===== config.mk =====
export PLATFORM = sky130hd
export DESIGN_NAME = circular_double_ended_queue_unit
export DESIGN_NICKNAME = d
export VERILOG_FILES = /design/src/rtl/cdq_pkg.sv /design/src/rtl/cdq_ram.sv /design/src/rtl/circular_double_ended_queue_unit.sv
export SDC_FILE = /design/constraint.sdc
export NUM_CORES = 1
export LEC_CHECK = 0
export BUFFER_PORTS_ARGS = -buffer_cell sky130_fd_sc_hd__buf_2
export CORE_UTILIZATION = 41
export DETAILED_ROUTE_END_ITERATION = 7
export SLEW_MARGIN = 20
export SYNTH_ARGS = -nofsm -noshare
export SYNTH_HDL_FRONTEND = slang
export SYNTH_SLANG_ARGS = --single-unit

===== constraint.sdc =====
create_clock -name clk -period 7.5 [get_ports clk]
set_input_delay 0.375 -clock clk [delete_from_list [all_inputs] [get_ports clk]]
set_output_delay 0.375 -clock clk [all_outputs]
set_load 0.01 [all_outputs]

===== src/rtl/cdq_pkg.sv =====
package cdq_pkg;

	localparam int unsigned DataW = 32;
	localparam int unsigned OccW  = 5;
	localparam int unsigned CapW  = 5;
	localparam logic [CapW-1:0] CapReset = 5'd16;

	typedef enum logic [1:0] {
		CMD_INS_FRONT = 2'd0,
		CMD_INS_REAR  = 2'd1,
		CMD_DEL_FRONT = 2'd2,
		CMD_DEL_REAR  = 2'd3
	} cmd_t;

	typedef enum logic [1:0] {
		ST_DONE  = 2'd0,
		ST_FULL  = 2'd1,
		ST_EMPTY = 2'd2
	} status_t;

endpackage


===== src/rtl/cdq_ram.sv =====
module cdq_ram #(
	parameter int unsigned WIDTH = 32,
	parameter int unsigned DEPTH = 16
) (
	input  logic                     clk,
	input  logic                     we,
	input  logic [$clog2(DEPTH)-1:0] waddr,
	input  logic [WIDTH-1:0]         wdata,
	input  logic                     re,
	input  logic [$clog2(DEPTH)-1:0] raddr,
	output logic [WIDTH-1:0]         rdata
);

	logic [WIDTH-1:0] mem [DEPTH];

	always_ff @(posedge clk) begin
		if (we) begin
			mem[waddr] <= wdata;
		end
		if (re) begin
			rdata <= mem[raddr];
		end
	end

endmodule


===== src/rtl/circular_double_ended_queue_unit.sv =====
// Channel   Handshake            Payload
// command   start / busy         command, insert_value
// result    done (strobe)        removed_value, status, occupancy
// config    cfg_write            cfg_data (capacity, clamped to 1..DEPTH)
//
// A command is taken in every cycle; busy stays low. Its result strobes on
// done in the cycle after the command beat, once the slot RAM's registered
// read port has returned a deleted element.
// Reset empties the queue and sets capacity to 16; no clearing pass.
// A capacity write empties the queue. The receiver cannot stall results.
module circular_double_ended_queue_unit #(
	parameter int unsigned DEPTH = 16
) (
	input  logic                      clk,
	input  logic                      arst_n,
	input  logic                      start,
	output logic                      busy,
	input  logic [1:0]                command,
	input  logic signed [31:0]        insert_value,
	output logic                      done,
	output logic signed [31:0]        removed_value,
	output logic [1:0]                status,
	output logic [4:0]                occupancy,
	input  logic                      cfg_write,
	input  logic [4:0]                cfg_data
);

	localparam int unsigned AW = $clog2(DEPTH);
	localparam int unsigned CW = $clog2(DEPTH + 1);
	localparam int unsigned EW = (CW > cdq_pkg::CapW) ? CW : cdq_pkg::CapW;

	logic [cdq_pkg::CapW-1:0] capacity_q;
	logic [AW-1:0]            head_q, tail_q, head_d, tail_d;
	logic [CW-1:0]            count_q, count_d;
	logic [EW-1:0]            cap_ext;
	logic [CW-1:0]            cap_eff;
	logic [AW-1:0]            head_next, head_prev, tail_next, tail_prev;

	logic                     accept;
	cdq_pkg::cmd_t            cmd;
	cdq_pkg::status_t         status_d;
	logic                     del_ok_d;

	logic                     ram_we, ram_re;
	logic [AW-1:0]            ram_waddr, ram_raddr;
	logic [cdq_pkg::DataW-1:0] ram_rdata;

	logic                     done_s1;
	logic                     del_ok_s1;
	cdq_pkg::status_t         status_s1;
	logic [cdq_pkg::OccW-1:0] occ_s1;

	assign busy   = 1'b0;
	assign accept = start && !busy;
	assign cmd    = cdq_pkg::cmd_t'(command);

	always_comb begin
		cap_ext = EW'(capacity_q);
		if (cap_ext == '0) begin
			cap_ext = EW'(1);
		end else if (cap_ext > EW'(DEPTH)) begin
			cap_ext = EW'(DEPTH);
		end
		cap_eff = CW'(cap_ext);
	end

	// ring step within the live capacity, not the full depth
	assign head_next = ((CW'(head_q) + CW'(1)) >= cap_eff) ? '0 : head_q + AW'(1);
	assign tail_next = ((CW'(tail_q) + CW'(1)) >= cap_eff) ? '0 : tail_q + AW'(1);
	assign head_prev = (head_q == '0) ? AW'(cap_eff - CW'(1)) : head_q - AW'(1);
	assign tail_prev = (tail_q == '0) ? AW'(cap_eff - CW'(1)) : tail_q - AW'(1);

	always_comb begin
		head_d    = head_q;
		tail_d    = tail_q;
		count_d   = count_q;
		ram_we    = 1'b0;
		ram_re    = 1'b0;
		ram_waddr = '0;
		ram_raddr = '0;
		status_d  = cdq_pkg::ST_DONE;
		del_ok_d  = 1'b0;
		if (accept) begin
			unique case (cmd)
				cdq_pkg::CMD_INS_FRONT, cdq_pkg::CMD_INS_REAR: begin
					if (count_q >= cap_eff) begin
						status_d = cdq_pkg::ST_FULL;
					end else begin
						ram_we  = 1'b1;
						count_d = count_q + CW'(1);
						if (count_q == '0) begin
							head_d    = '0;
							tail_d    = '0;
							ram_waddr = '0;
						end else if (cmd == cdq_pkg::CMD_INS_FRONT) begin
							head_d    = head_prev;
							ram_waddr = head_prev;
						end else begin
							tail_d    = tail_next;
							ram_waddr = tail_next;
						end
					end
				end
				cdq_pkg::CMD_DEL_FRONT, cdq_pkg::CMD_DEL_REAR: begin
					if (count_q == '0) begin
						status_d = cdq_pkg::ST_EMPTY;
					end else begin
						ram_re   = 1'b1;
						del_ok_d = 1'b1;
						count_d  = count_q - CW'(1);
						if (cmd == cdq_pkg::CMD_DEL_FRONT) begin
							ram_raddr = head_q;
							head_d    = head_next;
						end else begin
							ram_raddr = tail_q;
							tail_d    = tail_prev;
						end
						if (count_q == CW'(1)) begin
							head_d = '0;
							tail_d = '0;
						end
					end
				end
				default: ;
			endcase
		end
	end

	cdq_ram #(
		.WIDTH(cdq_pkg::DataW),
		.DEPTH(DEPTH)
	) u_slots (
		.clk   (clk),
		.we    (ram_we),
		.waddr (ram_waddr),
		.wdata (insert_value),
		.re    (ram_re),
		.raddr (ram_raddr),
		.rdata (ram_rdata)
	);

	always_ff @(posedge clk or negedge arst_n) begin
		if (!arst_n) begin
			capacity_q <= cdq_pkg::CapReset;
			head_q     <= '0;
			tail_q     <= '0;
			count_q    <= '0;
			done_s1    <= 1'b0;
		end else begin
			done_s1 <= accept;
			if (cfg_write) begin
				capacity_q <= cfg_data;
				head_q     <= '0;
				tail_q     <= '0;
				count_q    <= '0;
			end else begin
				head_q  <= head_d;
				tail_q  <= tail_d;
				count_q <= count_d;
			end
		end
	end

	always_ff @(posedge clk) begin
		del_ok_s1 <= del_ok_d;
		status_s1 <= status_d;
		occ_s1    <= cdq_pkg::OccW'(count_d);
	end

	assign done          = done_s1;
	assign status        = status_s1;
	assign occupancy     = occ_s1;
	assign removed_value = del_ok_s1 ? $signed(ram_rdata) : 32'sd0;

	a_result_follows_beat: assert property (@(posedge clk) disable iff (!arst_n)
		done == $past(accept))
		else $error("result strobe not one cycle after command beat");

	a_count_in_capacity: assert property (@(posedge clk) disable iff (!arst_n)
		count_q <= cap_eff)
		else $error("element count above capacity");

	a_empty_ends_home: assert property (@(posedge clk) disable iff (!arst_n)
		(count_q == '0) |-> (head_q == '0 && tail_q == '0))
		else $error("empty queue with ends off slot zero");

	a_refused_no_value: assert property (@(posedge clk) disable iff (!arst_n)
		(done && status != cdq_pkg::ST_DONE) |-> (removed_value == 32'sd0))
		else $error("refused command returned a value");

endmodule

# Word level (Yosys, flattened, before mapping)
# Memory sizes are Yosys's and may differ from the RTL's. A register that Yosys moved wholly into a read port is not among the register bits.
# Index checks and enable logic that the tools add are counted.
# Widths: inputs -> output; s select.
classes:
  n_eq_ne: 10
  n_mux: 50
  n_lt_le_gt_ge: 4
  n_reduce_logical: 10
  n_addsub: 9
op_table:
  columns: ["operator", "count"]
  rows:
  - ["$mux 4", 29]
  - ["$mux 32", 1]
  - ["$mux 5", 6]
  - ["$ne 4x4->1 const B", 4]
  - ["$pmux 4 s2", 2]
  - ["$ge 5x5->1", 3]
  - ["$sub 4x1->4 const B", 3]
  - ["$add 4x1->5 const B", 2]
  - ["$logic_not 5->1", 2]
  - ["$pmux 5 s2", 1]
  - ["$reduce_and 5->1", 2]
  - ["$mux 1", 9]
  - ["$add 4x1->4 const B", 2]
  - ["$logic_not 4->1", 2]
  - ["$ne 3x3->1 const B", 2]
  - ["$add 5x1->5 const B", 1]
  - ["$eq 5x1->1 const B", 1]
  - ["$gt 5x5->1 const B", 1]
  - ["$sub 5x1->5 const B", 1]
  - ["$eq 2x2->1 const B", 2]
  - ["$pmux 2 s2", 1]
  - ["$reduce_or 2->1", 2]
  - ["$eq 2x1->1 const B", 1]
  - ["$logic_not 2->1", 1]
  - ["other kinds (2)", 2]
totals:
  word_cells: 92
  in_bits: 43
  regBits: 27
  mem_bits_rw: 512
  n_memories: 1
  out_inout_bits: 41
mem_list:
  columns: ["memory", "depth", "width", "rd", "rd_ports_with_merged_regs", "wr", "line", "text"]
  rows:
  - ["u_slots.mem", 16, 32, 1, 1, 1, "cdq_ram.sv:14", "logic [WIDTH-1:0] mem [DEPTH];"]

# Depth between registers and ports, before layout
# Gate-level depths: netlist (run 1).
logic_depth:
  word_depth: 11
  mapped_depth: 11
  ltp_nobuf: 10

# Cells and area by module
# A second synthesis (run 1) with hierarchy kept.
hier_totals:
  hier_cells: 1134
  area_unflattened_um2: 22575.4
by_module_without_submodules:
  columns: ["module", "cells_each", "area_per_inst_um2", "seq_area_each_um2", "instances"]
  rows:
  - ["cdq_ram", 838, 20155.6, 16335.7, 1]
  - ["circular_double_ended_queue_unit", 296, 2419.8, 636.9, 1]

# Least setup slack after synthesis (run 1)
# OpenSTA, ideal clock, no wires.
synth_path:
  path_type: "reg-to-reg"
  start: "register tail_q[0]"
  end: "memory u_slots.mem[6][0], enable pin"
  n_path_buf: 1
  setup_time_ns: 0.502
  path_slack_ns: 1.452
  arrival_ns: 5.546
  stages_incl_launch_ff: 11
  required_time_ns: 6.998
  synth_period_minus_slack_ns: 6.048
  path_cell_list: "dfrtp_1 > buf_4 > inv_1 > ha_1 > ha_1 > a21oi_1 > o21ai_0 > maj3_1 > o31a_1 > or3_1 > nor4_1"
synth_via:
  elab_chain_len: 8
  word_cells_on_any_way: 9
  classes_between: "add/sub: 2; order compare: 1; mux: 6"
synth_lines:
  columns: ["element", "line", "text"]
  rows:
  - ["from (decl)", "circular_double_ended_queue_unit.sv:33", "logic [AW-1:0] head_q, tail_q, head_d, tail_d;"]
  - ["from (signal assigned)", "circular_double_ended_queue_unit.sv:158", "tail_q <= tail_d;"]
  - ["$add 4x1->5", "circular_double_ended_queue_unit.sv:69", "assign tail_next = ((CW'(tail_q) + CW'(1)) >= cap_eff) ? '0 : tail_q + AW'(1);"]
  - ["$ge 5x5->1", "circular_double_ended_queue_unit.sv:69", null]
  - ["$mux 4 (*)", "circular_double_ended_queue_unit.sv:69", null]
  - ["$mux 4 (*)", "circular_double_ended_queue_unit.sv:95", "end else if (cmd == cdq_pkg::CMD_INS_FRONT) begin"]
  - ["$mux 4 (*)", "circular_double_ended_queue_unit.sv:91", "if (count_q == '0) begin"]
  - ["$mux 4 (*)", "circular_double_ended_queue_unit.sv:86", "if (count_q >= cap_eff) begin"]
  - ["$mux 4 (*)", "circular_double_ended_queue_unit.sv:84", "unique case (cmd)"]
  - ["$mux 4 (*)", "circular_double_ended_queue_unit.sv:83", "if (accept) begin"]
  - ["to (decl)", "cdq_ram.sv:14", null]
# Mark *: on every way between the ends. The rest lies on a longest branch, timed or not.

# Final worst setup path (run 1)
layout_path:
  start: "register capacity_q[2] in the netlist's numbering"
  end: "memory u_slots.mem[1][15], enable pin"
layout_via:
  elab_chain_len: 10
  word_cells_on_any_way: 19
  classes_between: "add/sub: 1; order compare: 3; mux: 14; reduce/logical: 1"
layout_lines:
  columns: ["element", "line", "text"]
  rows:
  - ["from (decl)", "circular_double_ended_queue_unit.sv:32", "logic [cdq_pkg::CapW-1:0] capacity_q;"]
  - ["from (signal assigned)", "circular_double_ended_queue_unit.sv:144", "capacity_q <= cdq_pkg::CapReset;"]
  - ["from (signal assigned)", "circular_double_ended_queue_unit.sv:152", "capacity_q <= cfg_data;"]
  - ["$gt 5x5->1", "circular_double_ended_queue_unit.sv:61", "end else if (cap_ext > EW'(DEPTH)) begin"]
  - ["$mux 5", "circular_double_ended_queue_unit.sv:61", null]
  - ["$mux 5 (*)", "circular_double_ended_queue_unit.sv:59", "if (cap_ext == '0) begin"]
  - ["$sub 4x1->4 / $ge 5x5->1 (equally long branches)", "circular_double_ended_queue_unit.sv:70, circular_double_ended_queue_unit.sv:69", null]
  - ["$mux 4 (on tied branches)", "circular_double_ended_queue_unit.sv:70, circular_double_ended_queue_unit.sv:69", null]
  - ["$mux 4", "circular_double_ended_queue_unit.sv:95", null]
  - ["$mux 4", "circular_double_ended_queue_unit.sv:91", null]
  - ["$mux 4", "circular_double_ended_queue_unit.sv:86", null]
  - ["$mux 4", "circular_double_ended_queue_unit.sv:84", null]
  - ["$mux 4", "circular_double_ended_queue_unit.sv:83", null]
# Marks and branches as above.

==> flow_summary.json, run 1 <==
{
  "vias": 13700,
  "fin_crit_ns": 4.80,
  "hold_class": "in -> reg",
  "rsz0062_at_grt": "no",
  "hold_depth": 1,
  "postCtsSetupBuffers": 0,
  "slowest_delay_ns": 0.92,
  "ant_nets": 0,
  "cts_buffer_depth": 3,
  "timing.slew.headroom_pct": 25.4,
  "synth_ff_type": "edfxtp_1",
  "grt_pass1_wl_mm": 87.7,
  "p_leak_nw": 9.23,
  "dieArea_um2": 57800,
  "fmax_ghz": 0.208,
  "die_y_um": 240,
  "hold_buffers": 7,
  "layout_commonest_cell": "edfxtp_1",
  "first_iter_violations": 1054,
  "synth_area_per_cell_um2": 15.8,
  "insertion_delay_ns": 0.62,
  "hold_viol_final": 0,
  "r2r_end": "u_slots.mem[1][15]",
  "wl_per_cell_um": 24.9,
  "drive_gt1_share_pct": 15.9,
  "vias_per_cell": 5.78,
  "cp_max_fo": 17,
  "cp_slowest_cell": "nor3_1",
  "min_to": "u_slots.mem[6][0]",
  "hpwl_mm": 33.6,
  "wirelength_mm": 59.0,
  "grt_pass1_vias": 13500,
  "syn_nets": 1540,
  "antenna_found_initial": 2,
  "hp-start": "insert_value[0]",
  "layout-area-overhead-vs-synth_pct": 14.3,
  "rows": 87,
  "root_buffer": "clkbuf_16",
  "ctsResizeCount": 0,
  "finalMaxSlewViolations": 0,
  "ys_types": 79,
  "die_x_um": 240,
  "numClockSinks": 571,
  "cts_tree": "yes",
  "antenna_cells": 0,
  "h-tree-depth": 2,
  "grt_overflow": 0,
  "multi_input_comb_area_um2": 5980,
  "nets": 1633,
  "path_class": "reg -> reg",
  "portBuffers": 82,
  "io_pins": 84,
  "core_um2": 56300,
  "timing.setup.tns_ns": 0,
  "yosysSeqAreaShare_pct": 72.8,
  "dp_slack_ns": 2.73,
  "run_status": "finished, final reports clean",
  "worstPathRequired_ns": 7.77,
  "crit_path_start_kind": "flip-flop",
  "layout_common_cells": "edfxtp_1 (544), mux2i_1 (130), a21oi_1 (93), buf_2 (82), nand2_1 (68)",
  "r2r_cells": 11,
  "regToRegSetupSlack_ns": 2.70,
  "fin_area_um2": 26600,
  "clkSlewWorstSetupHoldPaths_ns": 0.06,
  "drc": 0,
  "fill_cells": 4863,
  "post-route-period-util_pct": 64.0,
  "syn_inst": 1476,
  "grt_util_all_layers_pct": 20.6,
  "cp.arrival_ns": 5.07,
  "post_dp_cell_area_um2": 24700,
  "start_util_pct": 41.4,
  "firstDrtPassIters": 5,
  "final.setup.worst_slack_ns": 2.70,
  "cts-buffers-inserted": 57,
  "worstMarginPinSlew_ns": 1.11,
  "ir_worst_vdd_mv": 0.202,
  "synth-seq-cells": 571,
  "grt_start_max_net_pins": 102,
  "powerDensity_nw_per_um2": 299,
  "timing.max_cap.violations": 0,
  "worst_setup_path_end_kind": "flip-flop",
  "path_cells": "nor3_1 -> nor2_1 -> nor2_1 -> ha_1 -> nand2b_1 -> a31oi_1 -> o21ai_0 -> nor3_1 -> nand3_1 -> a21oi_4 -> buf_4",
  "place_congestion": 0.862,
  "ys_async_sr_fraction_pct": 3.33,
  "rr_startpoint": "capacity_q[2]",
  "synth_edf_count": 544,
  "setup_viol": 0,
  "yosys_warnings": 0,
  "seq_area_um2": 17000,
  "synth_area_um2": 23300,
  "skew_ns": 0.0307
}
worst max path at each step:
stage / start / endpoint / slack, ns / cells past startpoint
after floorplan: tail_q[0] / u_slots.mem[6][0] / 1.45 / 10
after global placement: count_q[0] / u_slots.rdata[20] / 2.80 / 12
after detailed placement: capacity_q[2] / u_slots.mem[1][1] / 2.73 / 11
after CTS: capacity_q[2] / u_slots.mem[1][15] / 2.68 / 11
after global routing: capacity_q[2] / u_slots.mem[1][15] / 2.26 / 11
final: capacity_q[2] / u_slots.mem[1][15] / 2.70 / 11
report_power, final:
group	leakage [nW]	switching (mW)	internal, mW
sequential	5.21	0.0856	3.65
combinational	3.08	0.897	0.438
clock	0.929	1.19	1.70
total	9.23	2.17	5.79
layer usage:
layer | part of all wire (%) | wire length [um] | GRT usage (%) | vias up
met5 | 0.015 | 9 | 0 | -
li1 | - | - | - | 6100
met3 | 6.2 | 3640 | 3.73 | 104
met2 | 47 | 27700 | 33.0 | 471
met4 | 2.9 | 1700 | 6.93 | 2
met1 | 44 | 26000 | 28.3 | 7021
cell usage after synthesis, types with 19 or more instances:
| library cell | count | area, um2 |
|---|---|---|
| o221ai_1 | 28 | 245 |
| edfxtp_1 | 544 | 16300 |
| a21oi_1 | 96 | 480 |
| o22ai_1 | 48 | 300 |
| nor2_1 | 29 | 109 |
| a22oi_1 | 19 | 143 |
| buf_2 | 37 | 185 |
| clkbuf_1 | 40 | 150 |
| a221oi_1 | 36 | 315 |
| o21ai_1 | 37 | 185 |
| nand2_1 | 68 | 255 |
| mux2_1 | 28 | 315 |
| o21ai_0 | 46 | 230 |
| mux2i_1 | 132 | 1320 |
| ha_1 | 21 | 263 |
| and2_1 | 35 | 219 |
metrics by stage:
stage | hold slack (ns) | total power, mW | instances | utilization [%]
after global routing | 0.129 | 8.27 | 2371 | 47.4
after floorplan | 0.0794 | 4.65 | 1476 | -
after detailed placement | 0.375 | 5.14 | 2258 | 43.8
after CTS | 0.103 | 8.03 | 2370 | 47.3
final | 0.139 | 7.96 | 2371 | 47.4
after global placement | 0.371 | 5.12 | 2257 | 43.8
cell families after synthesis:
logic type,count (synthesis),share of synthesized area (%)
DFF,571,72.8
AOI/OAI and AO/OA,388,11.2
and+or+nand+nor,202,4.50
muxes,172,7.67
buffers and inverters,109,2.22
adders and majority gates,25,1.30
xor gates and xnor gates,8,0.301
other,1,0.0161
critical path, delay by kind of cell (launching register included):
family	cells	cell delay [ns]
compound gates	3	1.27
fa+ha+maj	1	0.29
buf+inv	1	0.40
flops	1	0.41
simple gates	6	2.07
state kept, by name (all words and copies together), names as in the netlist:
| signal | flops |
|---|---|
| u_slots.mem | 512 |
| u_slots.rdata | 32 |
| capacity_q | 5 |
| count_q | 5 |
| occupancy | 5 |
| head_q | 4 |
| tail_q | 4 |
| status | 2 |
| del_ok_s1 | 1 |
| done | 1 |
layout make-up:
| cell class | count | area share [%] |
|---|---|---|
| Sequential cell | 571 | 63.7 |
| Multi-Input combinational cell | 796 | 22.4 |
| Clock buffer | 68 | 5.67 |
| Tap cell | 756 | 3.55 |
| Timing Repair Buffer | 126 | 3.00 |
| Clock inverter | 37 | 1.42 |
| Inverter | 17 | 0.239 |
Power figures use the tool's default switching activity.
==> run 2, diff against run 1 <==
--- a/config.mk
+++ b/config.mk
@@ -5,6 +5,7 @@
 export SDC_FILE = /design/constraint.sdc
 export NUM_CORES = 1
 export LEC_CHECK = 0
+export ABC_AREA = 1
 export BUFFER_PORTS_ARGS = -buffer_cell sky130_fd_sc_hd__buf_2
 export CORE_UTILIZATION = 41
 export DETAILED_ROUTE_END_ITERATION = 7
==> constraint.sdc (replaced) <==
create_clock -name clk -period 4.6 [get_ports clk]
set_input_delay 0.23 -clock clk [delete_from_list [all_inputs] [get_ports clk]]
set_output_delay 0.23 -clock clk [all_outputs]
set_load 0.01 [all_outputs]
==> flow_summary.json, run 2 <==
{
  "run_status": "finished, final reports clean",
  "syn_inst": 2068,
  "ys_types": 40,
  "synth_ff_type": "edfxtp_1",
  "wl_per_cell_um": 21.4,
  "post-route-period-util_pct": 84.9,
  "cp_slowest_cell": "nor2_4",
  "top_register": "u_slots.mem",
  "path_cells": "inv_1 -> nand2_1 -> ha_1 -> a21oi_1 -> o21a_1 -> nand3_1 -> nor3_4 -> nand3_1 -> clkinv_1 -> nand2_1 -> nor2_4 -> buf_4",
  "hold_viol_final": 0,
  "cts_tree": "yes",
  "critical_path.top_delay_family": "simple AND/OR/NAND/NOR gates",
  "yosysMostFrequentCell": "edfxtp_1",
  "multi_input_comb_area_um2": 5700,
  "layout_commonest_cell": "edfxtp_1",
  "rsz0062_at_grt": "no",
  "yosys.area_share.simple_pct": 12.5,
  "finalMaxSlewViolations": 0,
  "start_util_pct": 41.4,
  "ys_async_sr_fraction_pct": 3.33,
  "antenna_cells": 0,
  "crit_path_start_kind": "flip-flop",
  "synth-xor-area-share_pct": 0.359,
  "yosys_warnings": 0,
  "root_buffer": "clkbuf_16",
  "rows": 89,
  "cp_max_fo": 16,
  "cts_buffer_depth": 3,
  "cp.arrival_ns": 4.21,
  "ant_nets": 0,
  "antenna_found_initial": 0,
  "cts-buffers-inserted": 56,
  "rr_startpoint": "capacity_q[4]",
  "core_um2": 58900,
  "fin_hold_ws_ns": 0.0329,
  "seq_area_um2": 17000,
  "timing.slew.headroom_pct": 23.8,
  "vias": 15600,
  "skew_ns": 0.0259,
  "yosysSeqAreaShare_pct": 69.5,
  "synth_area_um2": 24400,
  "synth_largest_area_cell": "edfxtp_1",
  "ir_worst_vdd_mv": 0.304,
  "firstDrtPassIters": 6,
  "synth_top_family_by_area": "simple AND/OR/NAND/NOR gates",
  "setup_viol": 0,
  "syn_nets": 2132,
  "powerDensity_nw_per_um2": 462,
  "final_core_util_pct": 46.9,
  "worst_setup_path_end_kind": "flip-flop",
  "place_congestion": 0.864,
  "clkSlewWorstSetupHoldPaths_ns": 0.06,
  "hold_class": "in -> reg",
  "die_x_um": 246,
  "path_class": "reg -> reg",
  "fill_cells": 5221,
  "crit_buf_inv": 3,
  "synth_compound_area_share_pct": 8.79,
  "reg_top3": "u_slots.mem x512, u_slots.rdata x32",
  "slowest_delay_ns": 0.61,
  "h-tree-depth": 2,
  "nets": 2206,
  "worstSetupStartpoint": "capacity_q[4]",
  "largest_reg_flops": 512,
  "grt_util_all_layers_pct": 21.1,
  "netlist_top_cells_area": "edfxtp_1 (67%), o211ai_1 (7.9%), nand2_1 (6.4%)",
  "synthMuxAreaShare_pct": 0,
  "dieArea_um2": 60500,
  "worstPathRequired_ns": 4.90,
  "hpwl_mm": 38.7,
  "hp-start": "insert_value[11]",
  "layout_common_cells": "edfxtp_1 (544), nand2_1 (419), inv_1 (340), o211ai_1 (257), nand3_1 (229)",
  "insertion_delay_ns": 0.63,
  "numClockSinks": 571,
  "postCtsSetupBuffers": 0,
  "worstMarginPinSlew_ns": 1.14,
  "grt_overflow": 0,
  "portBuffers": 82,
  "die_y_um": 246,
  "timing.max_cap.violations": 0,
  "layout-area-overhead-vs-synth_pct": 13.1,
  "timing.setup.tns_ns": 0,
  "fmax_ghz": 0.256,
  "grt_pass1_wl_mm": 94.9,
  "first_iter_violations": 1668,
  "drc": 0,
  "ys_top_cells_by_count": "edfxtp_1 (544), nand2_1 (419), inv_1 (341)",
  "grt_start_max_net_pins": 132,
  "synth_area_per_cell_um2": 11.8,
  "wirelength_mm": 63.4,
  "synth_top_area_share_pct": 66.9,
  "synth_edf_count": 544,
  "io_pins": 84,
  "synth-adder-area-share_pct": 1.08,
  "grt_pass1_vias": 15000,
  "vias_per_cell": 5.26,
  "synth-seq-cells": 571,
  "p_leak_nw": 10.2,
  "drive_gt1_share_pct": 10.7,
  "fin_crit_ns": 3.91
}
[run 2: cell count changes after synthesis, sizes merged, moves of 47 or more]
cell and delta:
a21oi -92, inv +329, o211ai +254, o21ai -58, o22ai -47, mux2i -134, nand2 +352, nand3 +225
[run 2: area by class of cell]
type / count / area share [%]
flip-flops and latches: 571 / 61.5
multi-input cells: 1038 / 20.6
clock buffers: 69 / 5.25
inverters: 347 / 4.73
well taps: 773 / 3.50
repair buffers: 128 / 3.42
clock inverters: 34 / 0.997
[run 2: worst paths after layout]
check                                           to  slack (ns)  cells past startpoint
worst max-delay path            u_slots.mem[7][28]        0.69                     12
worst min register to register       capacity_q[2]        0.50                      2
min in group asynchronous               count_q[2]        0.11                      2
worst min-delay path            u_slots.mem[3][11]        0.03                      1
max in group asynchronous            capacity_q[4]        4.13                      2
worst max register to register  u_slots.mem[7][28]        0.69                     12
[run 2: metal layers]
| metal | global-route usage, % | up-vias | part of all wire, % |
|---|---|---|---|
| li1 | - | 7361 | - |
| met1 | 31.0 | 7571 | 45 |
| met2 | 32.2 | 542 | 45 |
| met3 | 3.82 | 83 | 8.1 |
| met4 | 5.64 | 0 | 2.3 |
| met5 | 0 | - | 0 |
[run 2: kinds of logic after synthesis]
logic type / Yosys count
and+or+nand+nor: 711
DFF: 571
buffers and inverters: 459
AOI/OAI and AO/OA: 295
adders and majority gates: 21
xor gates and xnor gates: 10
other: 1
[run 2: report_power, final]
| part | switching (mW) | total [mW] | internal, mW |
|---|---|---|---|
| Combinational | 1.61 | 2.23 | 0.626 |
| Sequential | 0.146 | 6.14 | 6.00 |
| Clock | 1.95 | 4.37 | 2.41 |
[run 2: per-stage QoR]
stage | instances | setup slack, ns | area, um2 | total power, mW
after global placement | 2847 | 0.753 | 25800 | 8.48
after detailed placement | 2847 | 0.670 | 25800 | 8.47
after CTS | 2960 | 0.642 | 27600 | 12.8
final | 2960 | 0.694 | 27600 | 12.7
after floorplan | 2068 | 0.727 | 24400 | 7.64
after global routing | 2960 | 0.330 | 27600 | 13.3
[run 2: what timing repair did]
action                    CTS  global route
hold buffers               10             0
resized for setup           0             0
hold endpoints to repair   29             0
==> run 3, diff against run 2 <==
==> constraint.sdc (replaced) <==
create_clock -name clk -period 3.3 [get_ports clk]
set_input_delay 0.165 -clock clk [delete_from_list [all_inputs] [get_ports clk]]
set_output_delay 0.165 -clock clk [all_outputs]
set_load 0.01 [all_outputs]
==> flow_summary.json, run 3 (synthesized netlist as in run 2, its figures left out) <==
{
  "layout-area-overhead-vs-synth_pct": 17.4,
  "ant_nets": 0,
  "fill_cells": 5188,
  "grt_start_max_net_pins": 129,
  "hold_class": "in -> reg",
  "placed_cells": 2869,
  "fmax_ghz": 0.324,
  "largest_reg_flops": 512,
  "core_um2": 58900,
  "h-tree-depth": 2,
  "fin_area_um2": 28700,
  "cp.arrival_ns": 3.40,
  "insertion_delay_ns": 0.63,
  "regToRegSetupSlack_ns": 0.21,
  "worstMarginPinSlew_ns": 0.824,
  "grt_pass1_vias": 15400,
  "cp_slowest_cell": "dfrtp_1",
  "start_util_pct": 41.4,
  "worst_setup_path_end_kind": "flip-flop",
  "setup_viol": 0,
  "cts-buffers-inserted": 58,
  "path_common_cell": "nand2_1",
  "powerDensity_nw_per_um2": 631,
  "place_congestion": 0.843,
  "first_iter_violations": 1168,
  "reg_top3": "u_slots.mem x512, u_slots.rdata x32",
  "wirelength_mm": 60.4,
  "rr_startpoint": "tail_q[1]",
  "rsz0062_at_grt": "yes",
  "cp-endpoint": "u_slots.mem[14][4]",
  "stdcell_count": 3026,
  "cp_max_fo": 16,
  "hpwl_mm": 36.8,
  "post-route-period-util_pct": 93.5,
  "grt_util_all_layers_pct": 20.2,
  "r2r_end": "u_slots.mem[14][4]",
  "worstSetupStartpoint": "tail_q[1]",
  "drive_gt1_share_pct": 11.4,
  "grt_pass1_wl_mm": 91.8,
  "numClockSinks": 571,
  "io_pins": 84,
  "vias_per_cell": 5.17,
  "layout_common_cells": "edfxtp_1 (544), nand2_1 (419), inv_1 (340), o211ai_1 (257), nand3_1 (228)",
  "p_total_mw": 18.1,
  "wl_per_cell_um": 19.9,
  "ir_worst_vdd_mv": 0.483,
  "vias": 15600,
  "timing.max_cap.violations": 0,
  "rows": 89,
  "r2r_cells": 17,
  "top_register": "u_slots.mem",
  "layout_commonest_cell": "edfxtp_1",
  "fin_crit_ns": 3.09,
  "seq_area_um2": 17000,
  "nets": 2269,
  "postCtsSetupBuffers": 0,
  "multi_input_comb_area_um2": 5700,
  "cts_tree": "yes",
  "firstDrtPassIters": 5,
  "p_leak_nw": 10.6,
  "timing.slew.headroom_pct": 45.1,
  "crit_path_start_kind": "flip-flop",
  "hold_depth": 1,
  "antenna_found_initial": 1,
  "hold_viol_final": 0,
  "worstPathRequired_ns": 3.61,
  "path_cells": "ha_1 -> xor2_1 -> ha_1 -> nand2_1 -> inv_1 -> nand2_1 -> nand2_1 -> nor2_1 -> nand2_1 -> nand2_1 -> nand3_1 -> nand2_1 -> nand3_1 -> clkinv_1 -> nand2_1 -> nor2_4 -> buf_12",
  "portBuffers": 82,
  "skew_ns": 0.0330,
  "die_x_um": 246,
  "path_class": "reg -> reg",
  "die_y_um": 246,
  "post_dp_cell_area_um2": 26300,
  "run_status": "finished, final reports clean",
  "dieArea_um2": 60500,
  "cts_buffer_depth": 3,
  "drc": 0,
  "finalMaxSlewViolations": 0,
  "root_buffer": "clkbuf_16",
  "slowest_delay_ns": 0.46,
  "grt_overflow": 0,
  "clkSlewWorstSetupHoldPaths_ns": 0.06
}
## run 3: metal layers
metal  share of wire (%)  track usage (%)  vias to the layer above
li1                    -                -                     7502
met1                  44             27.4                     7613
met2                  48             33.2                      430
met3                 4.9             3.08                       95
met4                 2.8             6.76                        0
met5                   0                0                        -
## run 3: worst min-delay path by stage
stage	start	end
final	insert_value[10]	u_slots.mem[6][10]
after global routing	insert_value[10]	u_slots.mem[6][10]
after CTS	insert_value[10]	u_slots.mem[6][10]
after detailed placement	arst_n	count_q[2]
after global placement	arst_n	count_q[2]
after floorplan	arst_n	capacity_q[0]
## run 3: critical path, delay by kind of cell (launching register included)
kind / cells / cell delay, ns
simple gates: 11 / 1.26
fa+ha+maj: 2 / 0.51
flops: 1 / 0.46
buf+inv: 3 / 0.32
xor+xnor: 1 / 0.24
## run 3: final cells by class
type                            count  area share (%)
Sequential cell                   571            59.2
Antenna cell                        2          0.0175
Clock inverter                     37            1.18
Tap cell                          773            3.37
Clock buffer                       69            5.21
Timing Repair Buffer              189            6.54
Inverter                          347            4.55
Multi-Input combinational cell   1038            19.9
## run 3: timing repair
item                                    4_1_cts  5_1_grt
endpoints found under the setup margin        0      477
hold endpoints to repair                    503        0
hold buffers                                 49        0
resized for setup                             0        3
## run 3: report_power, final
group          total [mW]  switching, mW  internal, mW  leakage, nW
sequential           8.55          0.196          8.36         5.22
clock                6.34           2.72          3.61        0.891
combinational        3.19           2.18          1.01         4.53
total                18.1           5.10          13.0         10.6
## run 3: metrics by stage
| step | TNS, ns | utilization [%] | hold slack [ns] | worst slack, ns |
|---|---|---|---|---|
| 2_1_floorplan | -34.85 | - | -0.131 | -0.195 |
| 3_3_place_gp | 0 | 44.7 | 0.161 | 0.231 |
| 3_5_place_dp | 0 | 44.7 | 0.168 | 0.126 |
| 4_1_cts | 0 | 48.6 | 0.000555 | 0.111 |
| 5_1_grt | -10.05 | 48.7 | 0.00617 | -0.0638 |
| 6_report | 0 | 48.7 | 0.0305 | 0.215 |
